==> src/rtl/core/i2c_master_byte_engine_assert.svh <==
// Assertion macros shared by the I2C master byte engine modules.
`ifndef I2C_MASTER_BYTE_ENGINE_ASSERT_SVH
`define I2C_MASTER_BYTE_ENGINE_ASSERT_SVH
`ifndef SYNTHESIS
`define I2CM_ASSERT(lbl, prop, msg) \
    lbl: assert property (@(posedge i_clk) disable iff (!i_rst_n) (prop)) else $error(msg);
`define I2CM_NEVER(lbl, expr, msg) \
    lbl: assert property (@(posedge i_clk) disable iff (!i_rst_n) !(expr)) else $error(msg);
`else
`define I2CM_ASSERT(lbl, prop, msg)
`define I2CM_NEVER(lbl, expr, msg)
`endif
`endif

==> src/rtl/core/i2cm_pkg.sv <==
// Package with the shared types and constants of the I2C master byte engine.
`timescale 1ns / 1ps
package i2cm_pkg;

    localparam int DELAY_WIDTH_DEF = 16;
    localparam int QUEUE_DEPTH_DEF = 4;
    localparam int BITS_PER_BYTE   = 8;

    localparam int HALF_WIDTH  = 16;
    localparam int LIMIT_WIDTH = 8;
    localparam int CFG_WIDTH   = 16;

    localparam logic [HALF_WIDTH-1:0]  HALF_PERIOD_RST = 16'd16;
    localparam logic [LIMIT_WIDTH-1:0] ACK_LIMIT_RST   = 8'd255;

    localparam logic CFG_HALF_PERIOD = 1'b0;
    localparam logic CFG_ACK_LIMIT   = 1'b1;

    localparam int IN_TDATA_WIDTH  = 16;
    localparam int OUT_TDATA_WIDTH = 16;

    typedef enum logic [2:0] {
        OP_NONE  = 3'd0,
        OP_START = 3'd1,
        OP_STOP  = 3'd2,
        OP_WRITE = 3'd3,
        OP_READ  = 3'd4
    } t_op;

    typedef enum logic [4:0] {
        PH_IDLE, PH_ST_A, PH_ST_B, PH_ST_C, PH_ST_D,
        PH_SP_A, PH_SP_B, PH_SP_C, PH_SP_D,
        PH_WR_LOW, PH_WR_DATA, PH_WR_HIGH, PH_WR_REL, PH_WR_ACKHI, PH_WR_POLL, PH_WR_TAIL,
        PH_RD_LOW, PH_RD_HIGH, PH_RD_WAIT, PH_RD_END,
        PH_RD_ACK0, PH_RD_ACK1, PH_RD_ACK2, PH_RD_ACK3
    } t_phase;

    // One queued tick: decoded command plus the fields that travel with it.
    typedef struct packed {
        logic       sda_in;
        logic       final_nack;
        logic [7:0] write_byte;
        t_op        op;
    } t_cmd;

    // One result word, scl_level in bit 0.
    typedef struct packed {
        logic       bus_owned;
        logic       ack_received;
        logic [7:0] read_byte;
        logic       done_res;
        logic       busy_res;
        logic       sda_released;
        logic       sda_level;
        logic       scl_level;
    } t_res;

endpackage

==> src/rtl/core/i2c_master_byte_engine.sv <==
// Top level of the I2C master byte engine: decoder, tick queue and bus engine.
// Throughput: one tick word per cycle while the result output is not stalled.
// Each result word is registered when the engine pops its tick word from the queue.
// The tick queue lets input words keep arriving while a result waits on the output.
// Reset (synchronous, active low) empties the queue, idles the engine, drives SCL and
// SDA high, and loads half_period_ticks with 16 and ack_poll_limit with 255.
`timescale 1ns / 1ps
module i2c_master_byte_engine #(
    parameter int DELAY_WIDTH = i2cm_pkg::DELAY_WIDTH_DEF,
    parameter int QUEUE_DEPTH = i2cm_pkg::QUEUE_DEPTH_DEF
) (
    input  logic                                 i_clk,
    input  logic                                 i_rst_n,
    input  logic                                 i_cfg_we,
    input  logic                                 i_cfg_idx,
    input  logic [i2cm_pkg::CFG_WIDTH-1:0]       i_cfg_data,
    input  logic                                 i_s_axis_tvalid,
    output logic                                 o_s_axis_tready,
    // operation[2:0], write_byte[10:3], final_nack[11], sda_in[12], zero fill
    input  logic [i2cm_pkg::IN_TDATA_WIDTH-1:0]  i_s_axis_tdata,
    output logic                                 o_m_axis_tvalid,
    input  logic                                 i_m_axis_tready,
    // scl_level[0], sda_level[1], sda_released[2], busy_res[3], done_res[4],
    // read_byte[12:5], ack_received[13], bus_owned[14], zero fill
    output logic [i2cm_pkg::OUT_TDATA_WIDTH-1:0] o_m_axis_tdata
);

    logic           w_push, w_full, w_pop, w_valid;
    i2cm_pkg::t_cmd w_cmd_in, w_cmd_out;
    i2cm_pkg::t_res w_res;

    // The front end only decodes; a tick word waits here only while the queue is full.
    i2cm_front u_front (
        .i_s_axis_tvalid (i_s_axis_tvalid),
        .o_s_axis_tready (o_s_axis_tready),
        .i_s_axis_tdata  (i_s_axis_tdata),
        .i_full          (w_full),
        .o_push          (w_push),
        .o_cmd           (w_cmd_in)
    );

    // The queue absorbs words while the output side stalls.
    i2cm_queue #(
        .DEPTH (QUEUE_DEPTH)
    ) u_queue (
        .i_clk   (i_clk),
        .i_rst_n (i_rst_n),
        .i_push  (w_push),
        .i_data  (w_cmd_in),
        .o_full  (w_full),
        .i_pop   (w_pop),
        .o_valid (w_valid),
        .o_data  (w_cmd_out)
    );

    // The engine advances its sequencer once per popped word and registers the result.
    i2cm_engine #(
        .DELAY_WIDTH (DELAY_WIDTH)
    ) u_engine (
        .i_clk       (i_clk),
        .i_rst_n     (i_rst_n),
        .i_cfg_we    (i_cfg_we),
        .i_cfg_idx   (i_cfg_idx),
        .i_cfg_data  (i_cfg_data),
        .i_valid     (w_valid),
        .i_cmd       (w_cmd_out),
        .o_pop       (w_pop),
        .o_res_valid (o_m_axis_tvalid),
        .i_res_ready (i_m_axis_tready),
        .o_res       (w_res)
    );

    assign o_m_axis_tdata = {1'b0, w_res};

endmodule

==> src/rtl/core/i2cm_front.sv <==
// Input side: takes tick words from the stream and decodes them into queue entries.
`timescale 1ns / 1ps
module i2cm_front (
    input  logic                                i_s_axis_tvalid,
    output logic                                o_s_axis_tready,
    input  logic [i2cm_pkg::IN_TDATA_WIDTH-1:0] i_s_axis_tdata,
    input  logic                                i_full,
    output logic                                o_push,
    output i2cm_pkg::t_cmd                      o_cmd
);

    assign o_s_axis_tready = !i_full;
    assign o_push          = i_s_axis_tvalid && !i_full;

    // Codes above read byte carry no command and run as an idle tick.
    always_comb begin
        case (i_s_axis_tdata[2:0])
            3'd1:    o_cmd.op = i2cm_pkg::OP_START;
            3'd2:    o_cmd.op = i2cm_pkg::OP_STOP;
            3'd3:    o_cmd.op = i2cm_pkg::OP_WRITE;
            3'd4:    o_cmd.op = i2cm_pkg::OP_READ;
            default: o_cmd.op = i2cm_pkg::OP_NONE;
        endcase
        o_cmd.write_byte = i_s_axis_tdata[10:3];
        o_cmd.final_nack = i_s_axis_tdata[11];
        o_cmd.sda_in     = i_s_axis_tdata[12];
    end

endmodule

==> src/rtl/core/i2cm_queue.sv <==
// Short first-word-fallthrough queue between the decoder and the bus engine.
`timescale 1ns / 1ps
`include "i2c_master_byte_engine_assert.svh"
module i2cm_queue #(
    parameter int DEPTH = i2cm_pkg::QUEUE_DEPTH_DEF
) (
    input  logic           i_clk,
    input  logic           i_rst_n,
    input  logic           i_push,
    input  i2cm_pkg::t_cmd i_data,
    output logic           o_full,
    input  logic           i_pop,
    output logic           o_valid,
    output i2cm_pkg::t_cmd o_data
);

    localparam int PW = $clog2(DEPTH);
    localparam int CW = $clog2(DEPTH + 1);

    i2cm_pkg::t_cmd r_mem [DEPTH];
    logic [PW-1:0]  r_wr_ptr, r_rd_ptr;
    logic [CW-1:0]  r_count;

    assign o_full  = (r_count == CW'(DEPTH));
    assign o_valid = (r_count != '0);
    assign o_data  = r_mem[r_rd_ptr];

    always_ff @(posedge i_clk) begin
        if (i_push) begin
            r_mem[r_wr_ptr] <= i_data;
        end
    end

    always_ff @(posedge i_clk) begin
        if (!i_rst_n) begin
            r_wr_ptr <= '0;
            r_rd_ptr <= '0;
            r_count  <= '0;
        end else begin
            if (i_push) begin
                r_wr_ptr <= (r_wr_ptr == PW'(DEPTH - 1)) ? '0 : r_wr_ptr + PW'(1);
            end
            if (i_pop) begin
                r_rd_ptr <= (r_rd_ptr == PW'(DEPTH - 1)) ? '0 : r_rd_ptr + PW'(1);
            end
            case ({i_push, i_pop})
                2'b10:   r_count <= r_count + CW'(1);
                2'b01:   r_count <= r_count - CW'(1);
                default: r_count <= r_count;
            endcase
        end
    end

    `I2CM_ASSERT(a_count_bound, r_count <= CW'(DEPTH), "queue count above depth")
    `I2CM_NEVER(a_pop_empty, i_pop && (r_count == '0), "pop from empty queue")
    `I2CM_NEVER(a_push_full, i_push && o_full, "push into full queue")

endmodule

==> src/rtl/core/i2cm_engine.sv <==
// Bus engine: SCL/SDA sequencer; one tick per cycle when not stalled; result registered.
`timescale 1ns / 1ps
`include "i2c_master_byte_engine_assert.svh"
module i2cm_engine #(
    parameter int DELAY_WIDTH = i2cm_pkg::DELAY_WIDTH_DEF
) (
    input  logic                           i_clk,
    input  logic                           i_rst_n,
    input  logic                           i_cfg_we,
    input  logic                           i_cfg_idx,
    input  logic [i2cm_pkg::CFG_WIDTH-1:0] i_cfg_data,
    input  logic                           i_valid,
    input  i2cm_pkg::t_cmd                 i_cmd,
    output logic                           o_pop,
    output logic                           o_res_valid,
    input  logic                           i_res_ready,
    output i2cm_pkg::t_res                 o_res
);

    localparam logic [32:0] DMAX = (33'd1 << DELAY_WIDTH) - 33'd1;
    localparam int          BPB  = i2cm_pkg::BITS_PER_BYTE;

    logic [i2cm_pkg::HALF_WIDTH-1:0]  r_half;
    logic [i2cm_pkg::LIMIT_WIDTH-1:0] r_limit;

    i2cm_pkg::t_phase r_phase, n_phase;
    logic [3:0]             r_bit, n_bit;
    logic [BPB-1:0]         r_shift, n_shift;
    logic [DELAY_WIDTH-1:0] r_delay, n_delay;
    logic [7:0]             r_poll, n_poll;
    logic                   r_nack, n_nack;
    logic                   r_ack, n_ack;
    logic                   r_scl, n_scl;
    logic                   r_sda, n_sda;
    logic                   r_rel, n_rel;
    logic                   r_owned, n_owned;
    logic [BPB-1:0]         r_rdata, n_rdata;
    logic                   n_done;
    logic                   r_out_valid;
    i2cm_pkg::t_res         r_out;

    logic [32:0]            w_h;
    logic [DELAY_WIDTH-1:0] w_reload;
    logic [7:0]             w_lim, w_poll_base, w_poll_next;
    logic                   w_poll_end;

    assign o_pop       = i_valid && (!r_out_valid || i_res_ready);
    assign o_res_valid = r_out_valid;
    assign o_res       = r_out;

    // Hold length: zero acts as one, and it saturates to the counter range.
    always_comb begin
        w_h = {17'd0, r_half};
        if (r_half == '0) begin
            w_h = 33'd1;
        end
        if (w_h > DMAX) begin
            w_h = DMAX;
        end
        w_reload = DELAY_WIDTH'(w_h - 33'd1);
    end

    // Acknowledge poll: the first sample comes from the end of the SCL-high hold.
    always_comb begin
        w_lim       = (r_limit == '0) ? 8'd1 : r_limit;
        w_poll_base = (r_phase == i2cm_pkg::PH_WR_POLL) ? r_poll : 8'd0;
        w_poll_next = w_poll_base + 8'd1;
        w_poll_end  = !i_cmd.sda_in || (w_poll_next >= w_lim);
    end

    always_comb begin
        n_phase = r_phase;
        n_bit   = r_bit;
        n_shift = r_shift;
        n_delay = r_delay;
        n_poll  = r_poll;
        n_nack  = r_nack;
        n_ack   = r_ack;
        n_scl   = r_scl;
        n_sda   = r_sda;
        n_rel   = r_rel;
        n_owned = r_owned;
        n_rdata = r_rdata;
        n_done  = 1'b0;
        if (r_phase == i2cm_pkg::PH_IDLE) begin
            case (i_cmd.op)
                i2cm_pkg::OP_START: begin
                    n_owned = 1'b1;
                    n_rel   = 1'b0;
                    n_sda   = 1'b1;
                    n_delay = w_reload;
                    n_phase = i2cm_pkg::PH_ST_A;
                end
                i2cm_pkg::OP_STOP: begin
                    n_rel   = 1'b0;
                    n_sda   = 1'b0;
                    n_delay = w_reload;
                    n_phase = i2cm_pkg::PH_SP_A;
                end
                i2cm_pkg::OP_WRITE: begin
                    n_shift = i_cmd.write_byte;
                    n_bit   = 4'd0;
                    n_ack   = 1'b0;
                    n_scl   = 1'b0;
                    n_delay = w_reload;
                    n_phase = i2cm_pkg::PH_WR_LOW;
                end
                i2cm_pkg::OP_READ: begin
                    n_nack  = i_cmd.final_nack;
                    n_shift = '0;
                    n_bit   = 4'd0;
                    n_rel   = 1'b1;
                    n_scl   = 1'b0;
                    n_delay = w_reload;
                    n_phase = i2cm_pkg::PH_RD_LOW;
                end
                default: ;
            endcase
        end else if (r_phase != i2cm_pkg::PH_WR_POLL && r_delay != '0) begin
            n_delay = r_delay - DELAY_WIDTH'(1);
        end else begin
            case (r_phase)
                i2cm_pkg::PH_ST_A: begin
                    n_scl = 1'b1; n_delay = w_reload; n_phase = i2cm_pkg::PH_ST_B;
                end
                i2cm_pkg::PH_ST_B: begin
                    n_sda = 1'b0; n_delay = w_reload; n_phase = i2cm_pkg::PH_ST_C;
                end
                i2cm_pkg::PH_ST_C: begin
                    n_scl = 1'b0; n_delay = w_reload; n_phase = i2cm_pkg::PH_ST_D;
                end
                i2cm_pkg::PH_SP_A: begin
                    n_scl = 1'b0; n_delay = w_reload; n_phase = i2cm_pkg::PH_SP_B;
                end
                i2cm_pkg::PH_SP_B: begin
                    n_scl = 1'b1; n_delay = w_reload; n_phase = i2cm_pkg::PH_SP_C;
                end
                i2cm_pkg::PH_SP_C: begin
                    n_sda = 1'b1; n_delay = w_reload; n_phase = i2cm_pkg::PH_SP_D;
                end
                i2cm_pkg::PH_ST_D: begin
                    n_phase = i2cm_pkg::PH_IDLE; n_delay = '0; n_done = 1'b1;
                end
                i2cm_pkg::PH_SP_D: begin
                    n_owned = 1'b0;
                    n_phase = i2cm_pkg::PH_IDLE; n_delay = '0; n_done = 1'b1;
                end
                i2cm_pkg::PH_WR_LOW: begin
                    if (r_bit < 4'(BPB)) begin
                        n_sda   = r_shift[BPB-1];
                        n_shift = {r_shift[BPB-2:0], 1'b0};
                        n_phase = i2cm_pkg::PH_WR_DATA;
                    end else begin
                        n_rel   = 1'b1;
                        n_sda   = 1'b1;
                        n_phase = i2cm_pkg::PH_WR_REL;
                    end
                    n_delay = w_reload;
                end
                i2cm_pkg::PH_WR_DATA: begin
                    n_scl = 1'b1; n_delay = w_reload; n_phase = i2cm_pkg::PH_WR_HIGH;
                end
                i2cm_pkg::PH_WR_HIGH: begin
                    n_scl   = 1'b0;
                    n_bit   = r_bit + 4'd1;
                    n_delay = w_reload;
                    n_phase = i2cm_pkg::PH_WR_LOW;
                end
                i2cm_pkg::PH_WR_REL: begin
                    n_scl = 1'b1; n_delay = w_reload; n_phase = i2cm_pkg::PH_WR_ACKHI;
                end
                i2cm_pkg::PH_WR_ACKHI, i2cm_pkg::PH_WR_POLL: begin
                    n_phase = i2cm_pkg::PH_WR_POLL;
                    if (!i_cmd.sda_in) begin
                        n_ack  = 1'b1;
                        n_poll = w_poll_base;
                    end else begin
                        n_poll = w_poll_next;
                    end
                    if (w_poll_end) begin
                        n_scl   = 1'b0;
                        n_delay = w_reload;
                        n_phase = i2cm_pkg::PH_WR_TAIL;
                    end
                end
                i2cm_pkg::PH_WR_TAIL: begin
                    n_rel   = 1'b0;
                    n_sda   = 1'b1;
                    n_phase = i2cm_pkg::PH_IDLE; n_delay = '0; n_done = 1'b1;
                end
                i2cm_pkg::PH_RD_LOW: begin
                    n_scl = 1'b1; n_delay = w_reload; n_phase = i2cm_pkg::PH_RD_HIGH;
                end
                i2cm_pkg::PH_RD_HIGH: begin
                    n_delay = w_reload; n_phase = i2cm_pkg::PH_RD_WAIT;
                end
                i2cm_pkg::PH_RD_WAIT: begin
                    n_shift = {r_shift[BPB-2:0], i_cmd.sda_in};
                    n_scl   = 1'b0;
                    n_bit   = r_bit + 4'd1;
                    n_delay = w_reload;
                    n_phase = i2cm_pkg::PH_RD_END;
                end
                i2cm_pkg::PH_RD_END: begin
                    n_scl   = 1'b0;
                    n_delay = w_reload;
                    if (r_bit < 4'(BPB)) begin
                        n_phase = i2cm_pkg::PH_RD_LOW;
                    end else begin
                        n_rel   = 1'b0;
                        n_phase = i2cm_pkg::PH_RD_ACK0;
                    end
                end
                i2cm_pkg::PH_RD_ACK0: begin
                    n_sda = r_nack; n_delay = w_reload; n_phase = i2cm_pkg::PH_RD_ACK1;
                end
                i2cm_pkg::PH_RD_ACK1: begin
                    n_scl = 1'b1; n_delay = w_reload; n_phase = i2cm_pkg::PH_RD_ACK2;
                end
                i2cm_pkg::PH_RD_ACK2: begin
                    n_scl = 1'b0; n_delay = w_reload; n_phase = i2cm_pkg::PH_RD_ACK3;
                end
                i2cm_pkg::PH_RD_ACK3: begin
                    n_rdata = r_shift;
                    n_phase = i2cm_pkg::PH_IDLE; n_delay = '0; n_done = 1'b1;
                end
                default: n_phase = i2cm_pkg::PH_IDLE;
            endcase
        end
    end

    always_ff @(posedge i_clk) begin
        if (!i_rst_n) begin
            r_half  <= i2cm_pkg::HALF_PERIOD_RST;
            r_limit <= i2cm_pkg::ACK_LIMIT_RST;
        end else if (i_cfg_we) begin
            case (i_cfg_idx)
                i2cm_pkg::CFG_HALF_PERIOD: r_half  <= i_cfg_data;
                i2cm_pkg::CFG_ACK_LIMIT:   r_limit <= i_cfg_data[i2cm_pkg::LIMIT_WIDTH-1:0];
                default: ;
            endcase
        end
    end

    always_ff @(posedge i_clk) begin
        if (!i_rst_n) begin
            r_phase     <= i2cm_pkg::PH_IDLE;
            r_bit       <= '0;
            r_shift     <= '0;
            r_delay     <= '0;
            r_poll      <= '0;
            r_nack      <= 1'b0;
            r_ack       <= 1'b0;
            r_scl       <= 1'b1;
            r_sda       <= 1'b1;
            r_rel       <= 1'b0;
            r_owned     <= 1'b0;
            r_rdata     <= '0;
            r_out_valid <= 1'b0;
        end else begin
            if (o_pop) begin
                r_phase     <= n_phase;
                r_bit       <= n_bit;
                r_shift     <= n_shift;
                r_delay     <= n_delay;
                r_poll      <= n_poll;
                r_nack      <= n_nack;
                r_ack       <= n_ack;
                r_scl       <= n_scl;
                r_sda       <= n_sda;
                r_rel       <= n_rel;
                r_owned     <= n_owned;
                r_rdata     <= n_rdata;
                r_out_valid <= 1'b1;
            end else if (i_res_ready) begin
                r_out_valid <= 1'b0;
            end
        end
    end

    always_ff @(posedge i_clk) begin
        if (o_pop) begin
            r_out.scl_level    <= n_scl;
            r_out.sda_level    <= n_sda;
            r_out.sda_released <= n_rel;
            r_out.busy_res     <= (n_phase != i2cm_pkg::PH_IDLE);
            r_out.done_res     <= n_done;
            r_out.read_byte    <= n_rdata;
            r_out.ack_received <= n_ack;
            r_out.bus_owned    <= n_owned;
        end
    end

    `I2CM_NEVER(a_done_busy, r_out_valid && r_out.done_res && r_out.busy_res, "done while busy")
    `I2CM_ASSERT(a_idle_delay, (r_phase == i2cm_pkg::PH_IDLE) |-> (r_delay == '0), "idle hold left")
    `I2CM_ASSERT(a_poll_pins, (r_phase == i2cm_pkg::PH_WR_POLL) |-> (r_rel && r_scl), "poll pins")

endmodule
==> config.mk <==
export PLATFORM = sky130hd
export DESIGN_NAME = i2c_master_byte_engine
export DESIGN_NICKNAME = d
export VERILOG_FILES = /design/src/rtl/core/i2cm_pkg.sv /design/src/rtl/core/i2c_master_byte_engine.sv /design/src/rtl/core/i2cm_front.sv /design/src/rtl/core/i2cm_queue.sv /design/src/rtl/core/i2cm_engine.sv
export VERILOG_INCLUDE_DIRS = /design/src /design/src/rtl/core
export SDC_FILE = /design/constraint.sdc
export NUM_CORES = 1
export LEC_CHECK = 0
export ABC_AREA = 1
export ABC_CLOCK_PERIOD_IN_PS = 4030
export BUFFER_PORTS_ARGS = -buffer_cell sky130_fd_sc_hd__buf_2
export CAP_MARGIN = 20
export CORE_ASPECT_RATIO = 0.75
export CORE_MARGIN = 2
export CORE_UTILIZATION = 35
export DETAILED_ROUTE_END_ITERATION = 12
export SYNTH_ARGS = -nofsm -noshare
export SYNTH_HDL_FRONTEND = slang
export SYNTH_SLANG_ARGS = --single-unit
==> constraint.sdc <==
create_clock -name i_clk -period 4.03 [get_ports i_clk]
set_input_delay 0.403 -clock i_clk [delete_from_list [all_inputs] [get_ports i_clk]]
set_output_delay 0.403 -clock i_clk [all_outputs]
set_load 0.1 [all_outputs]
==> key figures <==
Synth
  – Seq cells post-synth: 156
  – Combinational family with the most area after synthesis: simple AND/OR/NAND/NOR gates
  – Primary FF master, synth: dfxtp_1
  – Most frequent cells after synthesis: 220 x nand2_1, 131 x nor2_1, 119 x inv_1, 89 x dfxtp_1, 81 x o21ai_0
  – Synth Cell Area: 8434 sq um
  – Simple-gate share of the synthesized area: 28.01%
  – Post-synth EDFFs: 67
  – Synth area leaders: edfxtp_1 24%, dfxtp_1 21%, nand2_1 9.8%
  – Yosys warns: 0
  – Synth unique cells: 47
  – Synth Area in Compound Gates: 13.44%
  – Sequential fraction of the synthesis area: 44.98%
  – Xor-xnor portion of the synthesized cell area: 2.077%
  – Mux cell area share after synthesis: 0%
  – Asr flop ratio synth: 0%
  – Post-synth top area share: 23.85%
  – Adder-cell area share of the yosys netlist: 2.908%
  – Cells after synthesis: 1076
  – Syn Area/Cell: 7.839 sq um
  – Most frequent cell after synthesis: nand2_1
  – Syn nets: 1133
  – Synth area leader: edfxtp_1

Die
  – Starting Density: 35.37%
  – Die area: 25370 sq um
  – DIE HEIGHT: 138.4 microns
  – Row cnt: 49
  – Core area: 23850 sq um
  – # IOs: 56
  – DIE WIDTH: 183.3 microns

Power and ir drop
  – Pwr/cell area: 771.8 nW/um^2
  – Cell leakage power: 0.004280 uW
  – Max rail drop VDD: 0.4414 mV

Route
  – DRT iter0 DRCs: 567
  – DR WL/cell: 14.14 microns
  – Vias: 7076
  – Drt total wl: 20390 microns
  – Vias per cell: 4.907
  – # DRC: 0
  – DRT antenna net count: 0
  – Drt first pass iters: 5

STA
  – Setup TNS: 0 ps
  – RSZ-0062 raised after global routing: false
  – Skew final: 14.93 ps
  – Final Critical Period: 3604 ps
  – Rel. slew slack: 49.31%
  – # setup viols final: 0
  – Final hold viol count: 0
  – Actual slew at the worst max-slew pin: 754.1 ps
  – Fin crit share: 89.43%
  – Max Slew Vio Count: 0
  – FMAX: 0.2775 GHz

Min path
  – Kind of path behind the tightest hold check: primary input to flip-flop
  – Hold_sp: i_s_axis_tdata[4]

Global route
  – Grt ovf: 0
  – Largest net degree at the start of global routing: 38
  – Tot GR Track Use: 16.71%
  – Vias in the first global route: 6468
  – First-pass GRT wire length: 33510 microns
  – Initial antenna violation count: 0

Placement
  – GP Congestion: 0.9014
  – Number of buffers added on ports: 51
  – Hpwl dp: 14350 microns
  – Dpl cell area: 8975 sq um

Clocking
  – Post-CTS Setup Repair Bufs: 0
  – CTS tree: built
  – Post-CTS sizing: 0
  – Worst-path clk slew: 80 ps
  – CTS root buf: clkbuf_16
  – CTS hold repair buffers: 0
  – Clk Latency, worst-skew pair: 440 ps
  – TritonCTS Buffers: 17
  – Max Buffers Root-to-Sink: 2
  – # H-tree levels: 4
  – Sink Count: 156

Job
  – Max-cap violations: 0

Cells and area
  – Area grow syn2layout: 13.84%
  – Layout cells sized above 1: 14.89%
  – Cell area after layout: 9602 sq um
  – Final #Nets: 1179

Status
  – Status: completed

Worst setup path
  – Critical Path Source: u_engine.r_phase[2]
  – Startpoint Class: flip-flop
  – Worst Path Class, Setup: flip-flop to flip-flop
  – CP Capture Type: flip-flop
  – CP required: 4350 ps
  – RR Startpoint: u_engine.r_phase[2]
  – Critical path peak fanout: 24
  – Crit path arrival time: 3930 ps
-- metrics by stage --
step / util [%] / power, uW / hold slack (ps) / std cells / setup slack [ps]
detailed placement: 37.63 / 5754 / 463.1 / 1409 / 503.2
floorplan: - / 5052 / 441.3 / 1076 / 903.0
finish: 40.26 / 7411 / 174.7 / 1442 / 426.1
global route: 40.25 / 7962 / 166.7 / 1441 / 48.26
global placement: 37.63 / 5722 / 458.8 / 1409 / 574.3
CTS: 40.25 / 7433 / 160.9 / 1441 / 457.6
-- worst max-delay path, stage by stage, from the launching register on --
cell	delay (ps)
dfxtp_1	510
nand3_2	200
nor2_4	150
inv_2	90
nor2_1	140
ha_1	200
inv_1	50
nor2_2	150
nand3_1	140
nor2_1	110
nand2_1	70
and2_1	160
ha_1	270
nand2_1	60
o21ai_0	310
nor2_1	100
nand3_1	140
nand2_2	80
nand2_4	110
nand2_4	200
nor2_1	170
nor2_1	60
-- state kept, by name (all words and copies together) (netlist names), 2 cells and up, named ones only --
register,flops
u_queue.r_rd_ptr,2
u_engine.r_phase,5
u_engine.r_poll,8
u_engine.r_bit,4
u_engine.r_limit,8
u_engine.r_shift,8
u_queue.r_mem,52
u_engine.r_delay,16
u_engine.r_rdata,8
u_engine.o_res,15
u_engine.r_half,16
u_queue.r_count,3
u_queue.r_wr_ptr,2
-- path summary, 6_finish.rpt --
kind | end | slack, ps | depth (start not counted)
max | u_engine.r_delay[12] | 430 | 21
min | u_queue.r_mem[3][4] | 170 | 1
max reg2reg | u_engine.r_delay[12] | 430 | 21
min reg2reg | u_engine.r_sda | 480 | 2
-- power by group --
group          switching, uW  total, uW  leakage [uW]  internal (uW)
Combinational           2610       3530       0.00262            922
Clock                    814       1670      0.000301            855
Sequential               182       2210       0.00136           2030
Total                   3610       7410       0.00428           3800
-- cells by family (layout without fill, tap and decap cells) --
| logic type | count (synthesis) | in the layout |
|---|---|---|
| AND/OR/NAND/NOR | 505 | 505 |
| buffers and inverters | 171 | 230 |
| adder cells (fa/ha/maj) | 19 | 19 |
| other | 1 | 2 |
| AO/OA/AOI/OAI | 204 | 204 |
| XOR/XNOR | 20 | 20 |
| flip-flops | 156 | 156 |
-- cell type report --
type	count	area (sq um)
repair buffers	63	345.3
multi-input cells	749	3935
clock inverters	15	198.9
flip-flops and latches	156	3794
well taps	306	382.9
inverters	135	518.0
fillers	2405	14250
clock buffers	17	425.4
diodes	1	2.502
-- cell usage in the layout (no fill, tap or decap), types with 8 or more instances in the layout --
cell type / netlist / routed
a21oi_1: 69 / 69
buf_2: 3 / 51
buf_4: 7 / 12
clkbuf_16: 0 / 17
dfxtp_1: 89 / 89
edfxtp_1: 67 / 67
ha_1: 18 / 18
inv_1: 119 / 119
inv_2: 9 / 9
nand2_1: 220 / 220
nand2_2: 13 / 13
nand2_4: 10 / 10
nand3_1: 78 / 78
nand3_2: 9 / 9
nand4_1: 11 / 11
nor2_1: 131 / 131
o211ai_1: 9 / 9
o21ai_0: 81 / 81
o21ai_1: 14 / 14
o21ai_2: 8 / 8
o22a_1: 8 / 8
xor2_1: 18 / 18
-- layer usage --
metal	routed length, microns	vias to the layer above	GRT usage (%)
met1	10710	3207	25.91
li1	-	3647	-
met2	8229	204	22.99
met4	189	0	4.421
met5	0	-	0
met3	1261	18	3.846
Note: power is estimated with default switching activity, not from simulation.
